<file path="src/design/sc2d_div.sv">
// Restoring divider, one quotient bit per cycle, giving quotient and remainder.
// Depends on nothing but its parameters.
`default_nettype none
module sc2d_div #(
	parameter int NW = 7,
	parameter int DW = 7
) (
	input  wire logic          clk,
	input  wire logic          arst_n,
	input  wire logic          start,
	input  wire logic [NW-1:0] n,
	input  wire logic [DW-1:0] d,
	output logic               done,
	output logic      [NW-1:0] q,
	output logic      [DW-1:0] rem
);
	localparam int CW = $clog2(NW + 1);

	logic          busy_q;
	logic [CW-1:0] cnt_q;
	logic [DW-1:0] d_q;
	logic [DW:0]   trial;
	logic          fits;

	assign trial = {rem, q[NW-1]};
	assign fits  = trial >= {1'b0, d_q};

	always_ff @(posedge clk or negedge arst_n) begin
		if (!arst_n) begin
			busy_q <= 1'b0;
			cnt_q  <= '0;
			done   <= 1'b0;
		end else begin
			done <= 1'b0;
			if (start) begin
				busy_q <= 1'b1;
				cnt_q  <= CW'(NW);
			end else if (busy_q) begin
				cnt_q <= cnt_q - 1'b1;
				if (cnt_q == CW'(1)) begin
					busy_q <= 1'b0;
					done   <= 1'b1;
				end
			end
		end
	end

	// shift the dividend out of q while quotient bits shift in
	always_ff @(posedge clk) begin
		if (start) begin
			q   <= n;
			rem <= '0;
			d_q <= d;
		end else if (busy_q) begin
			q   <= {q[NW-2:0], fits};
			rem <= fits ? DW'(trial - {1'b0, d_q}) : trial[DW-1:0];
		end
	end
endmodule
`default_nettype wire

</file>
<file path="config.mk">
export PLATFORM = sky130hd
export DESIGN_NAME = sc2d_div
export DESIGN_NICKNAME = d
export VERILOG_FILES = /design/src/design/sc2d_div.sv
export SDC_FILE = /design/constraint.sdc
export NUM_CORES = 1
export LEC_CHECK = 0
export BUFFER_PORTS_ARGS = -buffer_cell sky130_fd_sc_hd__buf_2
export CAP_MARGIN = 30
export CORE_UTILIZATION = 54
export CTS_CLUSTER_SIZE = 25
export DETAILED_ROUTE_END_ITERATION = 7
export HOLD_SLACK_MARGIN = 0.1
export PLACE_DENSITY = 0.81
export SLEW_MARGIN = 20
export SYNTH_ARGS = -nofsm -noshare
export SYNTH_HDL_FRONTEND = slang
export SYNTH_SLANG_ARGS = --single-unit
</file>
<file path="constraint.sdc">
create_clock -name clk -period 2.5 [get_ports clk]
set_clock_uncertainty 0.05 [all_clocks]
set_input_delay 0 -clock clk [delete_from_list [all_inputs] [get_ports clk]]
set_output_delay 0 -clock clk [all_outputs]
set_load 0.005 [all_outputs]
</file>
==> flow_metrics.py, run 1 <==
metrics = {
    "status": {
        "outcome": "finished, final reports clean",
    },
    "logic_synthesis": {
        "synth.top_cell.area_share": 0.265,
        "syn-num-nets": 176,
        "seq_area_frac_synth": 0.433,
        "synth_cell_types": 45,
        "yosys-top-cells-area": "edfxtp_1 27%, dfxtp_1 8.8%, dfrtp_1 7.9%",
        "syn_area_per_cell_um2": 10.6,
        "ys_ff_latch": 26,
        "postSynthCellCount": 149,
        "synth_top_area_cell": "edfxtp_1",
        "yosysWarnings": 0,
        "syn-cell-area_um2": 1580,
    },
    "routing": {
        "via_count": 1272,
        "wl_per_cell_um": 14.4,
        "detail_route.drc_violations": 0,
        "drtPass1Iterations": 4,
        "final_antenna_net_count": 0,
        "viasPerCell": 5.70,
        "wl_um": 3220,
        "drtIter0Drc": 56,
    },
    "sta": {
        "period_minus_slack_ns": 2.37,
        "fmax_ghz": 0.422,
        "post-route-period-util": 0.948,
        "fin_setup_tns_ns": 0,
        "slew_viol_final": 0,
        "hold_viol": 0,
        "worstMarginPinSlew_ns": 0.724,
        "hold_ws_ns": 0.149,
        "setup_viol": 0,
        "rsz0062_at_grt": "false",
        "maxSlewHeadroom": 0.518,
        "finalWorstSetupSlack_ns": 0.129,
    },
    "finish": {
        "fin_nets": 220,
        "n_antenna_cell": 0,
        "nFillCells": 207,
        "final_layout_size_suffix_gt1_frac": 0.281,
        "area_growth_pct": 22.4,
    },
    "floorplanning": {
        "design.core.area_um2": 2760,
        "die_y_um": 56.2,
        "rows": 19,
        "start_util": 0.574,
        "die_x_um": 56.2,
        "ioPinCount": 32,
        "dieArea_um2": 3150,
    },
    "critical_path": {
        "critical-path-max-stage-delay_ns": 0.41,
        "critical_path_required_ns": 2.69,
        "crit_chain": "inv_1 -> ha_1 -> fa_1 -> nand2b_1 -> a211o_2 -> and3_2 -> o31ai_1",
        "crit_slowest_cell": "fa_1",
        "ff2ff_setup_slack_ns": 0.13,
        "crit_fanout": 9,
        "critical_path_class": "reg -> reg",
        "worst_ep_arrival_time_ns": 2.56,
        "setup.worst_path.start_class": "flip-flop",
        "worstSetupEndpointType": "flip-flop",
    },
    "clocking": {
        "cts_tree": "built",
        "clockRootBuffer": "clkbuf_4",
        "cts_buffers": 3,
        "cts_buffer_depth": 2,
        "path_clk_slew_ns": 0.14,
        "clk_latency_ns": 0.32,
        "cts_num_sinks": 26,
        "htree_levels": 1,
    },
    "power_and_ir_drop": {
        "p_leak_nw": 0.874,
        "power_mw": 1.39,
        "cellPowerDensity_nw_per_um2": 716,
        "max-vdd-ir-drop_mv": 0.518,
    },
    "global_routing": {
        "globalRouteTotalUtil": 0.220,
        "met1_usage": 0.265,
        "grt_pass1_wl_um": 5420,
        "antenna_found_initial": 0,
        "grt_overflow_total": 0,
        "grt_max_degree": 34,
        "grt_pass1_vias": 1261,
        "grt_busiest_layer": "met2",
        "use_met3": 0.0326,
        "grt_use_met2": 0.389,
    },
    "hold_path": {
        "hp-class": "in -> reg",
    },
    "placement": {
        "dp_hpwl_um": 2230,
        "pre_cts_ws_ns": 0.151,
        "place_congestion": 0.825,
        "io_buffers": 31,
    },
    "run": {
        "cap_violations": 0,
    },
}
synthesized netlist by cell type (all sizes together):
master,n
edfxtp,14
inv,14
ha,9
nor2,8
dfxtp,7
nand2,7
mux2,6
nand2b,6
nor3b,6
o21ai,6
buf,5
dfrtp,5
a41oi,4
clkbuf,4
nor2b,4
or2,4
a211oi,3
o21bai,3
xnor2,3
a21o,2
a21oi,2
a311oi,2
a31oi,2
and3,2
nand4,2
nor3,2
o21a,2
o31ai,2
a211o,1
a221o,1
a311o,1
a31o,1
and2b,1
fa,1
mux2i,1
nand3,1
o2111a,1
o211a,1
o221ai,1
o22a,1
or3b,1
critical path, delay by kind of cell (launching register included):
family	cells	cell delay (ns)
compound gates	2	0.64
flops	1	0.39
buf+inv	1	0.08
fa+ha+maj	2	0.64
simple gates	2	0.49
through the flow:
step	util	instances	area (µm²)
3_5_place_dp	0.625	203	1720
3_3_place_gp	0.625	203	1720
6_report	0.703	223	1940
4_1_cts	0.702	223	1940
2_1_floorplan	-	149	1580
5_1_grt	0.703	223	1940
state kept, by name, summed over array words and instances, names as in the netlist:
signal / count
q: 7
rem: 7
busy_q: 1
d_q: 7
done: 1
cnt_q: 3
cell usage in the layout (no fill, tap or decap), drive strengths merged, types with 3 or more instances in the layout:
| cell | netlist | routed |
|---|---|---|
| a41oi | 4 | 4 |
| xnor2 | 3 | 3 |
| nand2 | 7 | 7 |
| dfxtp | 7 | 7 |
| nor2b | 4 | 4 |
| buf | 5 | 32 |
| mux2 | 6 | 6 |
| a211oi | 3 | 3 |
| dfrtp | 5 | 5 |
| or2 | 4 | 4 |
| nand2b | 6 | 6 |
| edfxtp | 14 | 14 |
| inv | 14 | 14 |
| o21bai | 3 | 3 |
| clkbuf | 4 | 3 |
| dlygate4sd3 | 0 | 16 |
| nor2 | 8 | 8 |
| ha | 9 | 9 |
| nor3b | 6 | 6 |
| o21ai | 6 | 6 |
where the power goes:
part,internal [mW],switching (mW),total (mW)
Sequential,0.521,0.0572,0.579
Clock,0.162,0.126,0.288
Combinational,0.260,0.262,0.523
Total,0.944,0.445,1.39
kinds of logic after synthesis:
| kind of cell | share of synthesized area |
|---|---|
| AND/OR/NAND/NOR | 0.158 |
| AO/OA/AOI/OAI | 0.188 |
| XOR/XNOR | 0.0166 |
| adder cells (fa/ha/maj) | 0.0837 |
| multiplexers | 0.0490 |
| flip-flops | 0.433 |
| buffers and inverters | 0.0719 |
timing repair:
action | CTS | global route
setup buffers | 0 | 0
setup endpoints to repair | 0 | 3
hold buffers | 16 | 0
resized for setup | 0 | 2
endpoints found under the hold margin | 19 | 0
final timing paths:
| check | startpoint | end | cells after the start |
|---|---|---|---|
| max | q[6] | rem[4] | 7 |
| max in group asynchronous | arst_n | cnt_q[2] | 3 |
| min in group asynchronous | arst_n | cnt_q[1] | 3 |
| min reg2reg | cnt_q[1] | cnt_q[1] | 2 |
| max reg2reg | q[6] | rem[4] | 7 |
| min | start | d_q[3] | 1 |
metal layers:
layer / part of all wire / vias up / wire, µm
met2: 0.51 / 39 / 1650
met1: 0.44 / 602 / 1410
li1: - / 626 / -
met4: 0.011 / 0 / 34
met5: 0 / - / 0
met3: 0.041 / 5 / 132
area by class of cell:
class | count | area (µm²) | share of cell area
clock inverter | 1 | 30.0 | 0.0155
sequential | 26 | 686 | 0.354
timing repair buffer | 48 | 323 | 0.166
clock buffer | 3 | 22.5 | 0.0116
multi-input combinational | 100 | 787 | 0.406
inverter | 14 | 52.6 | 0.0271
tap | 31 | 38.8 | 0.0200
Power figures use the tool's default switching activity.
==> run 2: changes to the inputs <==
--- a/config.mk
+++ b/config.mk
@@ -7,6 +7,7 @@
 export LEC_CHECK = 0
 export BUFFER_PORTS_ARGS = -buffer_cell sky130_fd_sc_hd__buf_2
 export CAP_MARGIN = 30
+export CORE_ASPECT_RATIO = 1.4
 export CORE_UTILIZATION = 54
 export CTS_CLUSTER_SIZE = 25
 export DETAILED_ROUTE_END_ITERATION = 7
==> run 2 against run 1 <==
Sequential share of layout area up 0.091 points. Global-route usage is 2.0 points higher. Worst hold slack improved by 0.0026 ns. Clock-buffer cell count rose by 1. Register-to-register slack improved by 0.02 ns. Maximum frequency increased by 0.77%. Setup slack better by 0.018 ns.
==> flow_metrics.py, run 2 (synthesis gave the netlist of run 1 again) <==
metrics = {
    "finish": {
        "design_area_um2": 1930,
        "final_layout_size_suffix_gt1_frac": 0.275,
        "area_growth_pct": 22.1,
        "layout_common_cells": "31 x buf_2, 16 x dlygate4sd3_1, 14 x inv_1, 14 x edfxtp_1, 9 x ha_1",
        "nFillCells": 212,
        "final_common_cell": "buf_2",
        "multi_input_area_um2": 785,
        "largestRegisters": "d_q (7), q (7), rem (7)",
        "fin_nets": 221,
        "n_antenna_cell": 0,
        "ff_latch_area_um2": 686,
    },
    "sta": {
        "period_minus_slack_ns": 2.35,
        "setup_viol": 0,
        "rsz0062_at_grt": "false",
        "slew_viol_final": 0,
        "worstMarginPinSlew_ns": 0.597,
        "hold_viol": 0,
        "maxSlewHeadroom": 0.602,
        "fmax_ghz": 0.425,
        "post-route-period-util": 0.941,
        "fin_setup_tns_ns": 0,
    },
    "global_routing": {
        "grt_pass1_vias": 1290,
        "antenna_found_initial": 0,
        "grt_pass1_wl_um": 5390,
        "grt_overflow_total": 0,
        "grt_max_degree": 34,
        "globalRouteTotalUtil": 0.240,
    },
    "power_and_ir_drop": {
        "p_leak_nw": 0.871,
        "max-vdd-ir-drop_mv": 0.408,
        "pwr-share-seq": 0.440,
        "p_int_mw": 0.868,
        "cellPowerDensity_nw_per_um2": 674,
        "power_frac_clock": 0.167,
        "comb_power_share": 0.394,
        "p_sw_mw": 0.436,
        "swShare": 0.334,
    },
    "clocking": {
        "clk_latency_ns": 0.33,
        "clockRootBuffer": "clkbuf_4",
        "path_clk_slew_ns": 0.14,
        "cts_num_sinks": 26,
        "cts_buffers": 3,
        "cts_setup_buffers": 0,
        "cts_resized": 0,
        "cts_tree": "built",
        "htree_levels": 1,
        "cts_buffer_depth": 2,
    },
    "floorplanning": {
        "design.core.area_um2": 2700,
        "die_x_um": 47.8,
        "rows": 22,
        "die_y_um": 66.1,
        "dieArea_um2": 3160,
        "start_util": 0.587,
        "ioPinCount": 32,
    },
    "critical_path": {
        "crit_chain": "inv_1 -> ha_1 -> fa_1 -> nand2b_1 -> a211o_1 -> and3_1 -> a311oi_2",
        "crit_family": "compound AO/OA/AOI/OAI gates",
        "crit_slowest_cell": "fa_1",
        "worstRegToRegCells": 7,
        "critical_path_class": "reg -> reg",
        "startpoint": "q[6]",
        "crit_cells": 7,
        "regToRegStartpoint": "q[6]",
        "setup.worst_path.start_class": "flip-flop",
        "worst_ep_arrival_time_ns": 2.56,
        "critical_path_required_ns": 2.70,
        "critical-path-max-stage-delay_ns": 0.41,
        "crit_fanout": 9,
        "worstSetupEndpointType": "flip-flop",
        "path_buf_inv": 1,
    },
    "routing": {
        "final_antenna_net_count": 0,
        "viasPerCell": 5.56,
        "drtIter0Drc": 37,
        "detail_route.drc_violations": 0,
        "drtPass1Iterations": 4,
        "via_count": 1273,
        "wl_per_cell_um": 14.0,
        "wl_um": 3210,
    },
    "status": {
        "outcome": "finished, final reports clean",
    },
    "hold_path": {
        "hold_path_startpoint": "start",
        "min_path_cells": 1,
        "hp-class": "in -> reg",
    },
    "run": {
        "cap_violations": 0,
    },
    "placement": {
        "place_congestion": 0.830,
        "place_area_um2": 1740,
        "io_buffers": 31,
        "dp_hpwl_um": 2270,
    },
}
==> run 2: what timing repair did <==
action | in CTS | in global routing
endpoints found under the hold margin | 19 | 0
hold buffers | 16 | 0
endpoints found under the setup margin | 0 | 0
==> run 2: cell type report <==
cell class,instances,share of cell area
clock buffer,4,0.0188
timing repair buffer,49,0.171
tap,36,0.0233
multi-input combinational,100,0.406
sequential,26,0.354
inverter,14,0.0272
==> run 2: power by group through the flow <==
stage | Clock (mW) | Sequential (mW) | Combinational, mW
3_3_place_gp | 0 | 0.576 | 0.475
2_1_floorplan | 0 | 0.575 | 0.364
5_1_grt | 0.240 | 0.585 | 0.576
6_report | 0.217 | 0.573 | 0.513
3_5_place_dp | 0 | 0.582 | 0.491
4_1_cts | 0.215 | 0.572 | 0.514
==> run 2: worst paths after layout <==
check,to,slack [ns]
min reg2reg,cnt_q[1],0.49
max,rem[0],0.15
max reg2reg,rem[0],0.15
max in group asynchronous,cnt_q[2],1.70
min,d_q[3],0.15
min in group asynchronous,cnt_q[1],0.51
==> run 2: metrics by stage <==
stage	power, mW	cells	setup slack [ns]	util	hold slack (ns)
2_1_floorplan	0.940	149	0.290	-	-0.346
3_3_place_gp	1.05	209	0.273	0.644	-0.237
3_5_place_dp	1.07	209	0.184	0.644	-0.231
4_1_cts	1.30	229	0.151	0.717	0.173
5_1_grt	1.40	229	0.0162	0.717	0.177
6_report	1.30	229	0.147	0.717	0.152
==> run 2: layer usage <==
metal	vias up	GRT usage	wire [µm]
li1	628	-	-
met2	28	0.448	1750
met1	612	0.256	1330
met4	0	0.0833	40
met3	5	0.0301	102
met5	-	0	0
